`config.mk`:
```
export PLATFORM = sky130hd
export DESIGN_NAME = biquad_filter_direct_form_two_flat
export DESIGN_NICKNAME = d
export VERILOG_FILES = /design/src/rtl/bqdf2_pkg.sv /design/src/rtl/bqdf2_if.sv /design/src/rtl/biquad_filter_direct_form_two.sv /design/src/rtl/bqdf2_regs.sv /design/src/rtl/bqdf2_ctrl.sv /design/src/rtl/bqdf2_dp.sv /design/src/flat_wrapper.sv
export SDC_FILE = /design/constraint.sdc
export NUM_CORES = 2
export LEC_CHECK = 0
export BUFFER_PORTS_ARGS = -buffer_cell sky130_fd_sc_hd__buf_2
export CORE_MARGIN = 2
export CORE_UTILIZATION = 40
export DETAILED_ROUTE_END_ITERATION = 6
export PLACE_DENSITY = 0.61
export SLEW_MARGIN = 40
export SYNTH_ARGS = -nofsm -noshare
export SYNTH_HDL_FRONTEND = slang
export SYNTH_SLANG_ARGS = --single-unit
```
`constraint.sdc`:
```
create_clock -name clk -period 8.7 [get_ports clk]
set_input_delay 0 -clock clk [delete_from_list [all_inputs] [get_ports clk]]
set_output_delay 0 -clock clk [all_outputs]
set_load 0.02 [all_outputs]
```
`src/rtl/bqdf2_pkg.sv`:
```
// Shared types and constants of the direct form II biquad section.
// Formats, coefficient set, controller commands and datapath status.
// No dependencies.
package bqdf2_pkg;

	// Data formats: samples Q1.23, coefficients Q4.20, state Q9.23
	localparam int SAMPLE_WIDTH = 24;
	localparam int COEF_WIDTH   = 24;
	localparam int STATE_WIDTH  = 32;
	localparam int LOAD_WIDTH   = 32;
	localparam int COEF_FRAC    = COEF_WIDTH - 4;

	// Product of one coefficient and one state value, and the accumulator
	localparam int PROD_WIDTH = COEF_WIDTH + STATE_WIDTH;
	localparam int ACC_WIDTH  = PROD_WIDTH + 2;

	// Configuration port
	localparam int NUM_REGS   = 5;
	localparam int ADDR_WIDTH = 5;
	localparam int DATA_WIDTH = 32;

	// Saturation limits, expressed at accumulator width
	localparam logic signed [ACC_WIDTH-1:0] W_MAX =
		ACC_WIDTH'({1'b0, {(STATE_WIDTH-1){1'b1}}});
	localparam logic signed [ACC_WIDTH-1:0] W_MIN = ~W_MAX;
	localparam logic signed [ACC_WIDTH-1:0] Y_MAX =
		ACC_WIDTH'({1'b0, {(SAMPLE_WIDTH-1){1'b1}}});
	localparam logic signed [ACC_WIDTH-1:0] Y_MIN = ~Y_MAX;

	// Item codes on the func field
	localparam logic FUNC_FILTER = 1'b0;
	localparam logic FUNC_LOAD   = 1'b1;

	typedef struct packed {
		logic [COEF_WIDTH-1:0] fb1;
		logic [COEF_WIDTH-1:0] fb2;
		logic [COEF_WIDTH-1:0] ff0;
		logic [COEF_WIDTH-1:0] ff1;
		logic [COEF_WIDTH-1:0] ff2;
	} coef_t;

	// Operand pair fed to the shared multiplier
	typedef enum logic [2:0] {
		MS_AA,
		MS_A_W1,
		MS_B_W2,
		MS_F0_W,
		MS_F1_W1,
		MS_F2_W2
	} mul_sel_t;

	// Accumulator operation
	typedef enum logic [1:0] {
		ACC_HOLD,
		ACC_LOAD_X,
		ACC_ADD,
		ACC_SET
	} acc_op_t;

	typedef struct packed {
		logic     load_delay;
		mul_sel_t mul_sel;
		acc_op_t  acc_op;
		logic     chk_stable;
		logic     round_w;
		logic     finish;
	} cmd_t;

	typedef struct packed {
		logic out_busy;
	} sts_t;

endpackage

```
`src/rtl/bqdf2_if.sv`:
```
// Valid/ready channel interfaces for input items and result beats.
// Depends on bqdf2_pkg for field widths.
interface bqdf2_in_if;
	logic                                       valid;
	logic                                       ready;
	logic                                       func;
	logic signed [bqdf2_pkg::SAMPLE_WIDTH-1:0] sample_in;
	logic signed [bqdf2_pkg::LOAD_WIDTH-1:0]   load_last;
	logic signed [bqdf2_pkg::LOAD_WIDTH-1:0]   load_prev;

	modport source (output valid, func, sample_in, load_last, load_prev, input ready);
	modport sink (input valid, func, sample_in, load_last, load_prev, output ready);
endinterface

interface bqdf2_out_if;
	logic                                       valid;
	logic                                       ready;
	logic signed [bqdf2_pkg::SAMPLE_WIDTH-1:0] sample_out;

	modport source (output valid, sample_out, input ready);
	modport sink (input valid, sample_out, output ready);
endinterface

```
`src/rtl/biquad_filter_direct_form_two.sv`:
```
// Direct form II biquad section, fixed point, with APB coefficient port.
// A filter item runs the feedback products, a w round step, the feedforward
// products and a y round step before its result beat comes out, longer only
// while the previous beat stalls; no new item is taken meanwhile, as one shared
// 24x32 multiplier does five products and the stability square. Loads set delays.
// Reset (arst_n, async, active low) clears coefficients and both delays.
module biquad_filter_direct_form_two (
	input  logic                             clk,
	input  logic                             arst_n,
	input  logic                             psel,
	input  logic                             penable,
	input  logic                             pwrite,
	input  logic [bqdf2_pkg::ADDR_WIDTH-1:0] paddr,
	input  logic [bqdf2_pkg::DATA_WIDTH-1:0] pwdata,
	output logic [bqdf2_pkg::DATA_WIDTH-1:0] prdata,
	output logic                             pready,
	bqdf2_in_if.sink                         din,
	bqdf2_out_if.source                      dout
);

	bqdf2_pkg::coef_t coef;
	bqdf2_pkg::cmd_t  cmd;
	bqdf2_pkg::sts_t  sts;

	bqdf2_regs u_regs (
		.clk     (clk),
		.arst_n  (arst_n),
		.psel    (psel),
		.penable (penable),
		.pwrite  (pwrite),
		.paddr   (paddr),
		.pwdata  (pwdata),
		.prdata  (prdata),
		.pready  (pready),
		.coef    (coef)
	);

	bqdf2_ctrl u_ctrl (
		.clk      (clk),
		.arst_n   (arst_n),
		.in_valid (din.valid),
		.in_func  (din.func),
		.in_ready (din.ready),
		.sts      (sts),
		.cmd      (cmd)
	);

	bqdf2_dp u_dp (
		.clk        (clk),
		.arst_n     (arst_n),
		.cmd        (cmd),
		.sts        (sts),
		.coef       (coef),
		.sample_in  (din.sample_in),
		.load_last  (din.load_last),
		.load_prev  (din.load_prev),
		.sample_out (dout.sample_out),
		.out_valid  (dout.valid),
		.out_ready  (dout.ready)
	);

	// A load item never produces a result beat
	assert property (@(posedge clk) disable iff (!arst_n)
		(din.valid && din.ready && din.func == bqdf2_pkg::FUNC_LOAD) |=> !$rose(dout.valid))
		else $error("result beat raised after a load item");

	// A filter item keeps the input closed while it is being worked
	assert property (@(posedge clk) disable iff (!arst_n)
		(din.valid && din.ready && din.func == bqdf2_pkg::FUNC_FILTER) |=> !din.ready)
		else $error("input reopened right after a filter item");

	// A new result beat only comes out of a busy cycle
	assert property (@(posedge clk) disable iff (!arst_n)
		$rose(dout.valid) |-> $past(!din.ready))
		else $error("result beat raised while idle");

	// A waiting result beat is never overwritten
	assert property (@(posedge clk) disable iff (!arst_n)
		(dout.valid && !dout.ready) |=> (dout.valid && $stable(dout.sample_out)))
		else $error("stalled result beat changed");

endmodule

```
`src/rtl/bqdf2_regs.sv`:
```
// Coefficient register file behind the APB-style configuration port.
// Depends on bqdf2_pkg.
module bqdf2_regs (
	input  logic                             clk,
	input  logic                             arst_n,
	input  logic                             psel,
	input  logic                             penable,
	input  logic                             pwrite,
	input  logic [bqdf2_pkg::ADDR_WIDTH-1:0] paddr,
	input  logic [bqdf2_pkg::DATA_WIDTH-1:0] pwdata,
	output logic [bqdf2_pkg::DATA_WIDTH-1:0] prdata,
	output logic                             pready,
	output bqdf2_pkg::coef_t                 coef
);

	localparam logic [2:0] REG_FB1 = 3'd0;
	localparam logic [2:0] REG_FB2 = 3'd1;
	localparam logic [2:0] REG_FF0 = 3'd2;
	localparam logic [2:0] REG_FF1 = 3'd3;
	localparam logic [2:0] REG_FF2 = 3'd4;

	bqdf2_pkg::coef_t coef_q;
	logic [2:0]       reg_idx;
	logic             wr_en;
	logic [bqdf2_pkg::COEF_WIDTH-1:0] rd_val;

	assign pready  = 1'b1;
	assign reg_idx = paddr[bqdf2_pkg::ADDR_WIDTH-1:2];
	assign wr_en   = psel && penable && pwrite && pready;

	// Write the addressed coefficient, drop writes beyond the last register
	always_ff @(posedge clk or negedge arst_n) begin
		if (!arst_n) begin
			coef_q <= '0;
		end else if (wr_en) begin
			case (reg_idx)
				REG_FB1: coef_q.fb1 <= pwdata[bqdf2_pkg::COEF_WIDTH-1:0];
				REG_FB2: coef_q.fb2 <= pwdata[bqdf2_pkg::COEF_WIDTH-1:0];
				REG_FF0: coef_q.ff0 <= pwdata[bqdf2_pkg::COEF_WIDTH-1:0];
				REG_FF1: coef_q.ff1 <= pwdata[bqdf2_pkg::COEF_WIDTH-1:0];
				REG_FF2: coef_q.ff2 <= pwdata[bqdf2_pkg::COEF_WIDTH-1:0];
				default: ;
			endcase
		end
	end

	// Read back the addressed coefficient
	always_comb begin
		case (reg_idx)
			REG_FB1: rd_val = coef_q.fb1;
			REG_FB2: rd_val = coef_q.fb2;
			REG_FF0: rd_val = coef_q.ff0;
			REG_FF1: rd_val = coef_q.ff1;
			REG_FF2: rd_val = coef_q.ff2;
			default: rd_val = '0;
		endcase
	end

	assign prdata = bqdf2_pkg::DATA_WIDTH'(rd_val);
	assign coef   = coef_q;

endmodule

```
`src/rtl/bqdf2_ctrl.sv`:
```
// Sequencing state machine of the biquad: one shared multiplier, five
// products and two round/saturate steps per sample. Depends on bqdf2_pkg.
module bqdf2_ctrl (
	input  logic            clk,
	input  logic            arst_n,
	input  logic            in_valid,
	input  logic            in_func,
	output logic            in_ready,
	input  bqdf2_pkg::sts_t sts,
	output bqdf2_pkg::cmd_t cmd
);

	typedef enum logic [3:0] {
		ST_IDLE,
		ST_FB1,
		ST_FB2,
		ST_FIN_W,
		ST_RND_W,
		ST_FF0,
		ST_FF1,
		ST_FF2,
		ST_FIN_Y,
		ST_RND_Y
	} state_t;

	state_t state_q;
	logic   accept;

	assign in_ready = (state_q == ST_IDLE);
	assign accept   = in_valid && in_ready;

	// Advance through the product schedule; hold the last step while the
	// previous result beat is still waiting
	always_ff @(posedge clk or negedge arst_n) begin
		if (!arst_n) begin
			state_q <= ST_IDLE;
		end else begin
			case (state_q)
				ST_IDLE: begin
					if (accept && (in_func == bqdf2_pkg::FUNC_FILTER)) state_q <= ST_FB1;
				end
				ST_FB1:   state_q <= ST_FB2;
				ST_FB2:   state_q <= ST_FIN_W;
				ST_FIN_W: state_q <= ST_RND_W;
				ST_RND_W: state_q <= ST_FF0;
				ST_FF0:   state_q <= ST_FF1;
				ST_FF1:   state_q <= ST_FF2;
				ST_FF2:   state_q <= ST_FIN_Y;
				ST_FIN_Y: state_q <= ST_RND_Y;
				ST_RND_Y: begin
					if (!sts.out_busy) state_q <= ST_IDLE;
				end
				default:  state_q <= ST_IDLE;
			endcase
		end
	end

	// Decode commands for the datapath
	always_comb begin
		cmd            = '0;
		cmd.mul_sel    = bqdf2_pkg::MS_AA;
		cmd.acc_op     = bqdf2_pkg::ACC_HOLD;
		case (state_q)
			ST_IDLE: begin
				if (accept) begin
					if (in_func == bqdf2_pkg::FUNC_LOAD) cmd.load_delay = 1'b1;
					else cmd.acc_op = bqdf2_pkg::ACC_LOAD_X;
				end
			end
			ST_FB1: begin
				cmd.mul_sel    = bqdf2_pkg::MS_A_W1;
				cmd.chk_stable = 1'b1;
			end
			ST_FB2: begin
				cmd.mul_sel = bqdf2_pkg::MS_B_W2;
				cmd.acc_op  = bqdf2_pkg::ACC_ADD;
			end
			ST_FIN_W: cmd.acc_op = bqdf2_pkg::ACC_ADD;
			ST_RND_W: cmd.round_w = 1'b1;
			ST_FF0:   cmd.mul_sel = bqdf2_pkg::MS_F0_W;
			ST_FF1: begin
				cmd.mul_sel = bqdf2_pkg::MS_F1_W1;
				cmd.acc_op  = bqdf2_pkg::ACC_SET;
			end
			ST_FF2: begin
				cmd.mul_sel = bqdf2_pkg::MS_F2_W2;
				cmd.acc_op  = bqdf2_pkg::ACC_ADD;
			end
			ST_FIN_Y: cmd.acc_op = bqdf2_pkg::ACC_ADD;
			ST_RND_Y: cmd.finish = !sts.out_busy;
			default: ;
		endcase
	end

endmodule

```
`src/rtl/bqdf2_dp.sv`:
```
// Datapath of the biquad: shared multiplier, accumulator, stability check,
// rounding/saturation, delay line and output register. Depends on bqdf2_pkg.
module bqdf2_dp (
	input  logic                                      clk,
	input  logic                                      arst_n,
	input  bqdf2_pkg::cmd_t                           cmd,
	output bqdf2_pkg::sts_t                           sts,
	input  bqdf2_pkg::coef_t                          coef,
	input  logic signed [bqdf2_pkg::SAMPLE_WIDTH-1:0] sample_in,
	input  logic signed [bqdf2_pkg::LOAD_WIDTH-1:0]   load_last,
	input  logic signed [bqdf2_pkg::LOAD_WIDTH-1:0]   load_prev,
	output logic signed [bqdf2_pkg::SAMPLE_WIDTH-1:0] sample_out,
	output logic                                      out_valid,
	input  logic                                      out_ready
);

	localparam int CW   = bqdf2_pkg::COEF_WIDTH;
	localparam int SW   = bqdf2_pkg::STATE_WIDTH;
	localparam int AW   = bqdf2_pkg::ACC_WIDTH;
	localparam int PW   = bqdf2_pkg::PROD_WIDTH;
	localparam int FR   = bqdf2_pkg::COEF_FRAC;
	localparam int XW   = bqdf2_pkg::SAMPLE_WIDTH;
	localparam int DW   = PW + 1;
	localparam int TW   = CW + 2;

	logic signed [CW-1:0] op_a;
	logic signed [SW-1:0] op_b;
	logic signed [PW-1:0] prod_q;
	logic signed [AW-1:0] acc_q;
	logic signed [AW-1:0] addend;
	logic signed [AW-1:0] rnd_sum;
	logic signed [AW-1:0] rnd_val;
	logic signed [SW-1:0] w_q;
	logic signed [SW-1:0] w1_q;
	logic signed [SW-1:0] w2_q;
	logic signed [SW-1:0] w_sat;
	logic signed [XW-1:0] y_sat;
	logic signed [XW-1:0] sample_out_q;
	logic                 out_valid_q;
	logic                 stable_q;
	logic                 stable;
	logic signed [DW-1:0] disc;
	logic signed [TW-1:0] a_x;
	logic signed [TW-1:0] b_x;
	logic signed [TW-1:0] one_x;
	logic signed [TW-1:0] sum_m;
	logic signed [TW-1:0] sum_p;

	// Select the multiplier operands
	always_comb begin
		case (cmd.mul_sel)
			bqdf2_pkg::MS_AA: begin
				op_a = $signed(coef.fb1);
				op_b = $signed({{(SW-CW){coef.fb1[CW-1]}}, coef.fb1});
			end
			bqdf2_pkg::MS_A_W1: begin
				op_a = $signed(coef.fb1);
				op_b = w1_q;
			end
			bqdf2_pkg::MS_B_W2: begin
				op_a = $signed(coef.fb2);
				op_b = w2_q;
			end
			bqdf2_pkg::MS_F0_W: begin
				op_a = $signed(coef.ff0);
				op_b = w_q;
			end
			bqdf2_pkg::MS_F1_W1: begin
				op_a = $signed(coef.ff1);
				op_b = w1_q;
			end
			bqdf2_pkg::MS_F2_W2: begin
				op_a = $signed(coef.ff2);
				op_b = w2_q;
			end
			default: begin
				op_a = '0;
				op_b = '0;
			end
		endcase
	end

	// Stability test on the feedback pair; the product register holds fb1*fb1
	assign disc  = $signed({prod_q[PW-1], prod_q}) +
		$signed({{(DW-CW-FR-2){coef.fb2[CW-1]}}, coef.fb2, {(FR+2){1'b0}}});
	assign a_x   = $signed({{2{coef.fb1[CW-1]}}, coef.fb1});
	assign b_x   = $signed({{2{coef.fb2[CW-1]}}, coef.fb2});
	assign one_x = $signed(TW'(1) << FR);
	assign sum_m = one_x - a_x - b_x;
	assign sum_p = one_x + a_x - b_x;

	always_comb begin
		if (disc[DW-1]) begin
			// complex roots: pole radius bound
			stable = (b_x >= -one_x);
		end else begin
			// real roots: both roots inside the unit interval
			stable = (a_x <= (one_x <<< 1)) && (a_x >= -(one_x <<< 1)) &&
				!sum_m[TW-1] && !sum_p[TW-1];
		end
	end

	// Zero every product when the coefficient set is unstable
	assign addend = stable_q ? AW'(prod_q) : '0;

	// Round to nearest, ties up, then saturate to state and sample ranges
	assign rnd_sum = acc_q + $signed(AW'(1) << (FR - 1));
	assign rnd_val = rnd_sum >>> FR;

	always_comb begin
		if (rnd_val > bqdf2_pkg::W_MAX) w_sat = bqdf2_pkg::W_MAX[SW-1:0];
		else if (rnd_val < bqdf2_pkg::W_MIN) w_sat = bqdf2_pkg::W_MIN[SW-1:0];
		else w_sat = rnd_val[SW-1:0];

		if (rnd_val > bqdf2_pkg::Y_MAX) y_sat = bqdf2_pkg::Y_MAX[XW-1:0];
		else if (rnd_val < bqdf2_pkg::Y_MIN) y_sat = bqdf2_pkg::Y_MIN[XW-1:0];
		else y_sat = rnd_val[XW-1:0];
	end

	// Multiply, accumulate and hold the new intermediate value
	always_ff @(posedge clk) begin
		prod_q <= op_a * op_b;
		case (cmd.acc_op)
			bqdf2_pkg::ACC_LOAD_X: acc_q <= $signed({{(AW-XW-FR){sample_in[XW-1]}},
				sample_in, {FR{1'b0}}});
			bqdf2_pkg::ACC_ADD:    acc_q <= acc_q + addend;
			bqdf2_pkg::ACC_SET:    acc_q <= addend;
			default: ;
		endcase
		if (cmd.round_w) w_q <= w_sat;
		if (cmd.finish) sample_out_q <= y_sat;
	end

	// Delay line, stability flag and output beat flag
	always_ff @(posedge clk or negedge arst_n) begin
		if (!arst_n) begin
			w1_q        <= '0;
			w2_q        <= '0;
			stable_q    <= 1'b0;
			out_valid_q <= 1'b0;
		end else begin
			if (cmd.load_delay) begin
				w1_q <= load_last;
				w2_q <= load_prev;
			end else if (cmd.finish) begin
				w1_q <= w_q;
				w2_q <= w1_q;
			end
			if (cmd.chk_stable) stable_q <= stable;
			if (cmd.finish) out_valid_q <= 1'b1;
			else if (out_ready) out_valid_q <= 1'b0;
		end
	end

	assign sts.out_busy = out_valid_q && !out_ready;
	assign sample_out   = sample_out_q;
	assign out_valid    = out_valid_q;

endmodule
```
`src/flat_wrapper.sv`:
```
// flat-port wrapper written by rule: the top's interface ports become plain ports
module biquad_filter_direct_form_two_flat 
  (clk, arst_n, psel, penable, pwrite, paddr, pwdata, prdata, pready, din_valid, din_func, din_sample_in, din_load_last, din_load_prev, din_ready, dout_valid, dout_sample_out, dout_ready);
  bqdf2_in_if din_i ();
  bqdf2_out_if dout_i ();
  input  logic clk;
  input  logic arst_n;
  input  logic psel;
  input  logic penable;
  input  logic pwrite;
  input  logic [bqdf2_pkg::ADDR_WIDTH-1:0] paddr;
  input  logic [bqdf2_pkg::DATA_WIDTH-1:0] pwdata;
  output logic [bqdf2_pkg::DATA_WIDTH-1:0] prdata;
  output logic pready;
  input wire logic [$bits(din_i.valid)-1:0] din_valid;
  input wire logic [$bits(din_i.func)-1:0] din_func;
  input wire logic [$bits(din_i.sample_in)-1:0] din_sample_in;
  input wire logic [$bits(din_i.load_last)-1:0] din_load_last;
  input wire logic [$bits(din_i.load_prev)-1:0] din_load_prev;
  output wire logic [$bits(din_i.ready)-1:0] din_ready;
  output wire logic [$bits(dout_i.valid)-1:0] dout_valid;
  output wire logic [$bits(dout_i.sample_out)-1:0] dout_sample_out;
  input wire logic [$bits(dout_i.ready)-1:0] dout_ready;
  assign din_i.valid = din_valid;
  assign din_i.func = din_func;
  assign din_i.sample_in = din_sample_in;
  assign din_i.load_last = din_load_last;
  assign din_i.load_prev = din_load_prev;
  assign din_ready = din_i.ready;
  assign dout_valid = dout_i.valid;
  assign dout_sample_out = dout_i.sample_out;
  assign dout_i.ready = dout_ready;
  biquad_filter_direct_form_two u_core (.clk(clk), .arst_n(arst_n), .psel(psel), .penable(penable), .pwrite(pwrite), .paddr(paddr), .pwdata(pwdata), .prdata(prdata), .pready(pready), .din(din_i), .dout(dout_i));
endmodule
```
Yosys cells after proc, flatten, opt, wreduce, memory -nomap -nowiden
Cells that the tools add are included.
{"block": "word_totals", "ff_bits": 360, "input_bits": 133, "out_inout_bits": 59}
{"block": "op_classes", "addsub": 7, "multipliers": 1, "n_lt_le_gt_ge": 7, "eq_ne": 23, "muxes": 27, "n_bitwise": 1, "n_reduce_logical": 28}
{"op": "one-hot mux 24 bit (5 select lines)", "count": 2}
{"op": "one-hot mux 58 bit (3 select lines)", "count": 1}
{"op": "2-to-1 mux 32 bit", "count": 5}
{"op": "one-hot mux 32 bit (4 select lines)", "count": 1}
{"op": "adder 58 x 21 -> 58 bit (second input constant)", "count": 1}
{"op": "adder 58 bit", "count": 1}
{"op": "2-to-1 mux 58 bit", "count": 1}
{"op": "adder 56 x 46 -> 57 bit", "count": 1}
{"op": "multiplier 24 x 32 -> 56 bit", "count": 1}
{"op": "subtractor 25 x 24 -> 26 bit", "count": 2}
{"op": "one-hot mux 4 bit (10 select lines)", "count": 1}
{"op": "greater-than comparator 38 x 24 -> 1 bit (second input constant)", "count": 1}
{"op": "greater-than comparator 38 x 32 -> 1 bit (second input constant)", "count": 1}
{"op": "less-than comparator 38 x 24 -> 1 bit (second input constant)", "count": 1}
{"op": "less-than comparator 38 x 32 -> 1 bit (second input constant)", "count": 1}
{"op": "adder 22 x 24 -> 25 bit (first input constant)", "count": 1}
{"op": "subtractor 22 x 24 -> 25 bit (first input constant)", "count": 1}
{"op": "greater-or-equal comparator 24 x 21 -> 1 bit (second input constant)", "count": 1}
{"op": "greater-or-equal comparator 24 x 22 -> 1 bit (second input constant)", "count": 1}
{"op": "<= comparator 24 x 23 -> 1 bit (second input constant)", "count": 1}
{"op": "2-to-1 mux 24 bit", "count": 1}
{"op": "equality test 4 x 3 -> 1 bit (second input constant)", "count": 4}
{"op": "one-hot mux 3 bit (5 select lines)", "count": 1}
{"op": "equality test 3 x 2 -> 1 bit (second input constant)", "count": 4}
{"op": "22 further kinds", "count": 58}

Logic depth before layout (Yosys ltp)
{"block": "depth", "ltp_word": 6, "mapped_depth": 37, "ltp_nobuf": 33}

Hierarchy
A second synthesis with hierarchy kept.
{"block": "unflattened", "cells_unflattened": 5451, "hier_area_um2": 50480.9}
{"mod": "bqdf2_dp", "instances": 1, "cells_each": 5023, "area_per_inst_um2": 44544.0, "seq_area_each_um2": 6195.9}
{"mod": "bqdf2_regs", "instances": 1, "cells_each": 390, "area_per_inst_um2": 5602.9, "seq_area_each_um2": 3002.9}
{"mod": "bqdf2_ctrl", "instances": 1, "cells_each": 38, "area_per_inst_um2": 334.1, "seq_area_each_um2": 100.1}

Worst setup path after synthesis
OpenSTA, ideal clock, no wires.
{"block": "synth_path", "path_kind": "register to register", "start": "register u_core.u_ctrl.state_q[2]", "end": "register u_core.u_dp.prod_q[55]", "setup_time_ps": 72, "t_arrival_ps": 9081, "t_required_ps": 8628, "path_slack_ps": -453, "stages_incl_launch_ff": 35, "n_path_buf": 6, "synth_period_minus_slack_ps": 9153, "path_cell_list": "dfrtp_1 > clkbuf_1 > nand2_1 > clkbuf_1 > nor2_1 > clkbuf_1 > clkbuf_1 > buf_1 > nand2_1 > nand4_1 > clkbuf_1 > nand2_1 > fa_1 > inv_1 > fa_1 > inv_1 > fa_1 > inv_1 > fa_1 > fa_1 > fa_1 > inv_1 > fa_1 > inv_1 > ha_1 > a21oi_1 > inv_1 > a21o_1 > a21oi_1 > o21ai_0 > nand4_1 > nand3_1 > a41o_1 > a21oi_1 > xnor2_1"}
{"block": "synth_between", "elab_chain_len": 6}
{"element": "from (decl)", "line_no": "bqdf2_ctrl.sv:26", "text": "state_t state_q;"}
{"element": "from (signal assigned)", "line_no": "bqdf2_ctrl.sv:36", "text": "state_q <= ST_IDLE;"}
{"element": "from (signal assigned)", "line_no": "bqdf2_ctrl.sv:40", "text": "if (accept && (in_func == bqdf2_pkg::FUNC_FILTER)) state_q <= ST_FB1;"}
{"element": "from (signal assigned)", "line_no": "bqdf2_ctrl.sv:42", "text": "ST_FB1: state_q <= ST_FB2;"}
{"element": "equality test 4 x 3 -> 1 bit, or another cell as far along", "line_no": "bqdf2_ctrl.sv:63", "text": "case (state_q)"}
{"element": "one-hot mux 3 bit (5 select lines) *", "line_no": "bqdf2_ctrl.sv:63"}
{"element": "equality test 3 x 1 -> 1 bit, or another cell as far along", "line_no": "bqdf2_dp.sv:51", "text": "case (cmd.mul_sel)"}
{"element": "OR reduction 2 bit (no line)"}
{"element": "one-hot mux 24 bit (5 select lines) / one-hot mux 32 bit (4 select lines) (equally long branches)", "line_no": "bqdf2_dp.sv:51"}
{"element": "multiplier 24 x 32 -> 56 bit *", "line_no": "bqdf2_dp.sv:122", "text": "prod_q <= op_a * op_b;"}
{"element": "to (signal assigned)", "line_no": "bqdf2_dp.sv:122"}
{"element": "to (decl)", "line_no": "bqdf2_dp.sv:28", "text": "logic signed [PW-1:0] prod_q;"}
Every way passes the cells marked *; elsewhere a longest branch is shown, timed or not.
A chain may end at the register's enable or synchronous reset.

Worst setup path after layout
{"block": "layout_path", "start": "register u_core.u_ctrl.state_q[1]", "end": "register u_core.u_dp.prod_q[49]"}
The elaborated chain is that of the path after synthesis.

==> impl_metrics.tcl <==
set metrics [dict create \
    slew_viol_final 0 \
    worstPathArrival_ns 8.95 \
    drc_errors 6 \
    ys_ff_latch 360 \
    seq_area_um2 9300 \
    core_um2 122000 \
    critical_path.top_delay_family "adder cells" \
    skew_ns 0.0563 \
    grt_max_degree 67 \
    violations "DRC" \
    synth_top_area_share_pct 32.1 \
    synthToLayoutAreaGrowth_pct 16.6 \
    synthFlopType "dfrtp_1" \
    cts-htree-levels 2 \
    ys_seq_area_share_pct 19.0 \
    die_area_um2 125000 \
    fmaxAchievable_ghz 0.118 \
    cts_buffers 40 \
    multiInputGateArea_um2 35400 \
    end_kind "flip-flop" \
    synth_common_cells "inv_1 (975), nand2_1 (836), fa_1 (784), nor2_1 (371), ha_1 (333)" \
    start_util_pct 40.2 \
    grt_usage_pct 27.2 \
    grt_pass1_wl_um 258000 \
    die_y_um 354 \
    start_kind "flip-flop" \
    synth_edf_count 114 \
    place_congestion 0.967 \
    yosysTopAreaCell "fa_1" \
    netlist_instances 5397 \
    clockRootBuffer "clkbuf_16" \
    io_pins 192 \
    ant_nets 0 \
    cp_max_fo 11 \
    die_x_um 354 \
    cts_max_path_buffers 3 \
    critical_path_class "reg2reg" \
    crit_top_cell "fa_1" \
    grt-ovfl-total 0 \
    hold_viol 0 \
    final_core_util_pct 46.9 \
    finalWorstPathRequiredPeriod_ns 8.44 \
    drv_cap 0 \
    drive_gt1_share_pct 13.7 \
    via_count 40900 \
    fin_nets 7071 \
    avgSynthCellArea_um2 9.06 \
    clk-insertion-delay-late_ns 0.63 \
    status "finished with violations" \
    antenna_found_initial 10 \
    num_rows 128 \
    n_fill_cell 11600 \
    wl_per_cell_um 22.9 \
    dr.pass1.iters 7 \
    routed_wl_um 171000 \
    drt_iter0_drc 3689 \
    vias_per_cell 5.47 \
    port_buffers 172 \
    clk_pin_slew_worst_paths_ns 0.06 \
    synth_cell_type_count 81 \
    grt_pass1_vias 41300 \
    finalCritPeriodShare_pct 97.0 \
    setup_viol 0 \
    worstPathRequired_ns 9.21 \
    async_flop_share_pct 52.8 \
    synth_area_um2 48900 \
    cts.sinks 360 \
    yosysWarningCount 0 \
    cp_slowest_cell "fa_2" \
    hp-class "in2reg" \
    slew_headroom_pct 42.9 \
    synth_most_common_cell "inv_1" \
    path_buf_inv 6 \
    tritoncts "done" \
    worstMarginPinSlew_ns 0.851 \
    hpwl_um 139000 \
    synth_area_leaders "fa_1 (32%), dfrtp_1 (9.7%), ha_1 (8.5%)" \
    max_stage_delay_ns 0.59 \
]
## area by class of cell
cell class | count | area share (%)
timing repair buffer | 635 | 9.29
antenna | 1 | 0.00439
inverter | 975 | 6.42
tap | 1625 | 3.56
clock buffer | 53 | 1.95
sequential | 360 | 16.3
multi-input combinational | 3809 | 62.0
clock inverter | 21 | 0.452
## per-layer routing
layer	global-route usage [%]	vias up	routed length, um
li1	-	18200	-
met1	37.8	20700	72100
met2	42.2	1760	76400
met3	5.77	304	15400
met4	9.31	2	6970
met5	0	-	13
## stage by stage
step           setup WS [ns]  std cells  cell area [um2]  hold slack [ns]  setup TNS, ns
3_5_place_dp        -0.00542       7255            53900           0.0393       -0.00542
5_1_grt             -0.00631       7478            57100           0.0764       -0.00631
4_1_cts               0.0288       7445            56400           0.0393              0
3_3_place_gp         -0.0313       7255            53800           0.0361        -0.0364
2_1_floorplan         0.0977       5404            49000           -0.296              0
6_report               0.257       7479            57100           0.0629              0
## tightest hold or removal path, cell delays in order
cell	delay [ns]
buf_2	0.14
nand3_4	0.32
a31oi_1	0.12
## flip-flops by register name, indices dropped and copies added, names as in the netlist
register	count
u_core.u_dp.w_q	32
u_core.u_dp.stable_q	1
u_core.u_ctrl.state_q	4
u_core.u_regs.coef	120
u_core.u_dp.sample_out	24
u_core.u_dp.w1_q	32
u_core.u_dp.prod_q	56
u_core.u_dp.w2_q	32
u_core.u_dp.acc_q	58
u_core.u_dp.out_valid	1
## worst paths after layout
kind                                                 startpoint                                  to  slack, ns  cells after the start
setup / recovery           u_core.u_ctrl.state_q[1]$_DFFE_PN0P_      u_core.u_dp.prod_q[49]$_DFF_P_       0.26                     27
min in group asynchronous                                arst_n  u_core.u_regs.coef[20]$_DFFE_PN0P_       0.50                      3
setup reg to reg           u_core.u_ctrl.state_q[1]$_DFFE_PN0P_      u_core.u_dp.prod_q[49]$_DFF_P_       0.26                     27
hold reg to reg                u_core.u_dp.w1_q[29]$_DFFE_PN0P_    u_core.u_dp.w1_q[29]$_DFFE_PN0P_       0.51                      2
max in group asynchronous                                arst_n     u_core.u_dp.w1_q[6]$_DFFE_PN0P_       7.22                      4
hold / removal                                        din_valid     u_core.u_dp.w2_q[6]$_DFFE_PN0P_       0.06                      3
## what timing repair did
action                                 in CTS  in global routing
cloned                                      0                  5
pin swaps                                   0                 13
buffers inserted                            0                 27
setup endpoints to repair                   5                 23
hold buffers                              116                  0
gates resized for setup                     2                 83
endpoints found under the hold margin     273                  0
## logic make-up after synthesis
logic type / count (synthesis) / synth area share [%]
simple gates: 1560 / 13.7
buf+inv: 1237 / 9.63
fa+ha+maj: 1117 / 40.6
compound gates: 868 / 12.0
flops: 360 / 19.0
xor+xnor: 150 / 2.69
mux: 103 / 2.37
other cells: 2 / 0.0154
## layout by cell type (no fill, tap or decap), types with 56 or more instances in the layout
master         synthesis  routed
a21o_1                84      84
a21oi_1              147     136
a22oi_1              135     135
a31oi_1               61      59
and2_1                82      82
buf_2                  3     171
buf_4                 12     285
dfrtp_1              190     188
dfxtp_1               56      56
dlygate4sd3_1          0     115
edfxtp_1             114     114
fa_1                 784     776
ha_1                 333     332
inv_1                975     972
mux2_2               100     100
nand2_1              836     831
nand3_1               66      63
nor2_1               371     360
o21ai_0              134     131
xnor2_1               94      92
xor2_1                56      56
Power is left out: the tool's default activity adds up to more than one toggle a clock period on the data nets, which glitch-free logic cannot reach.
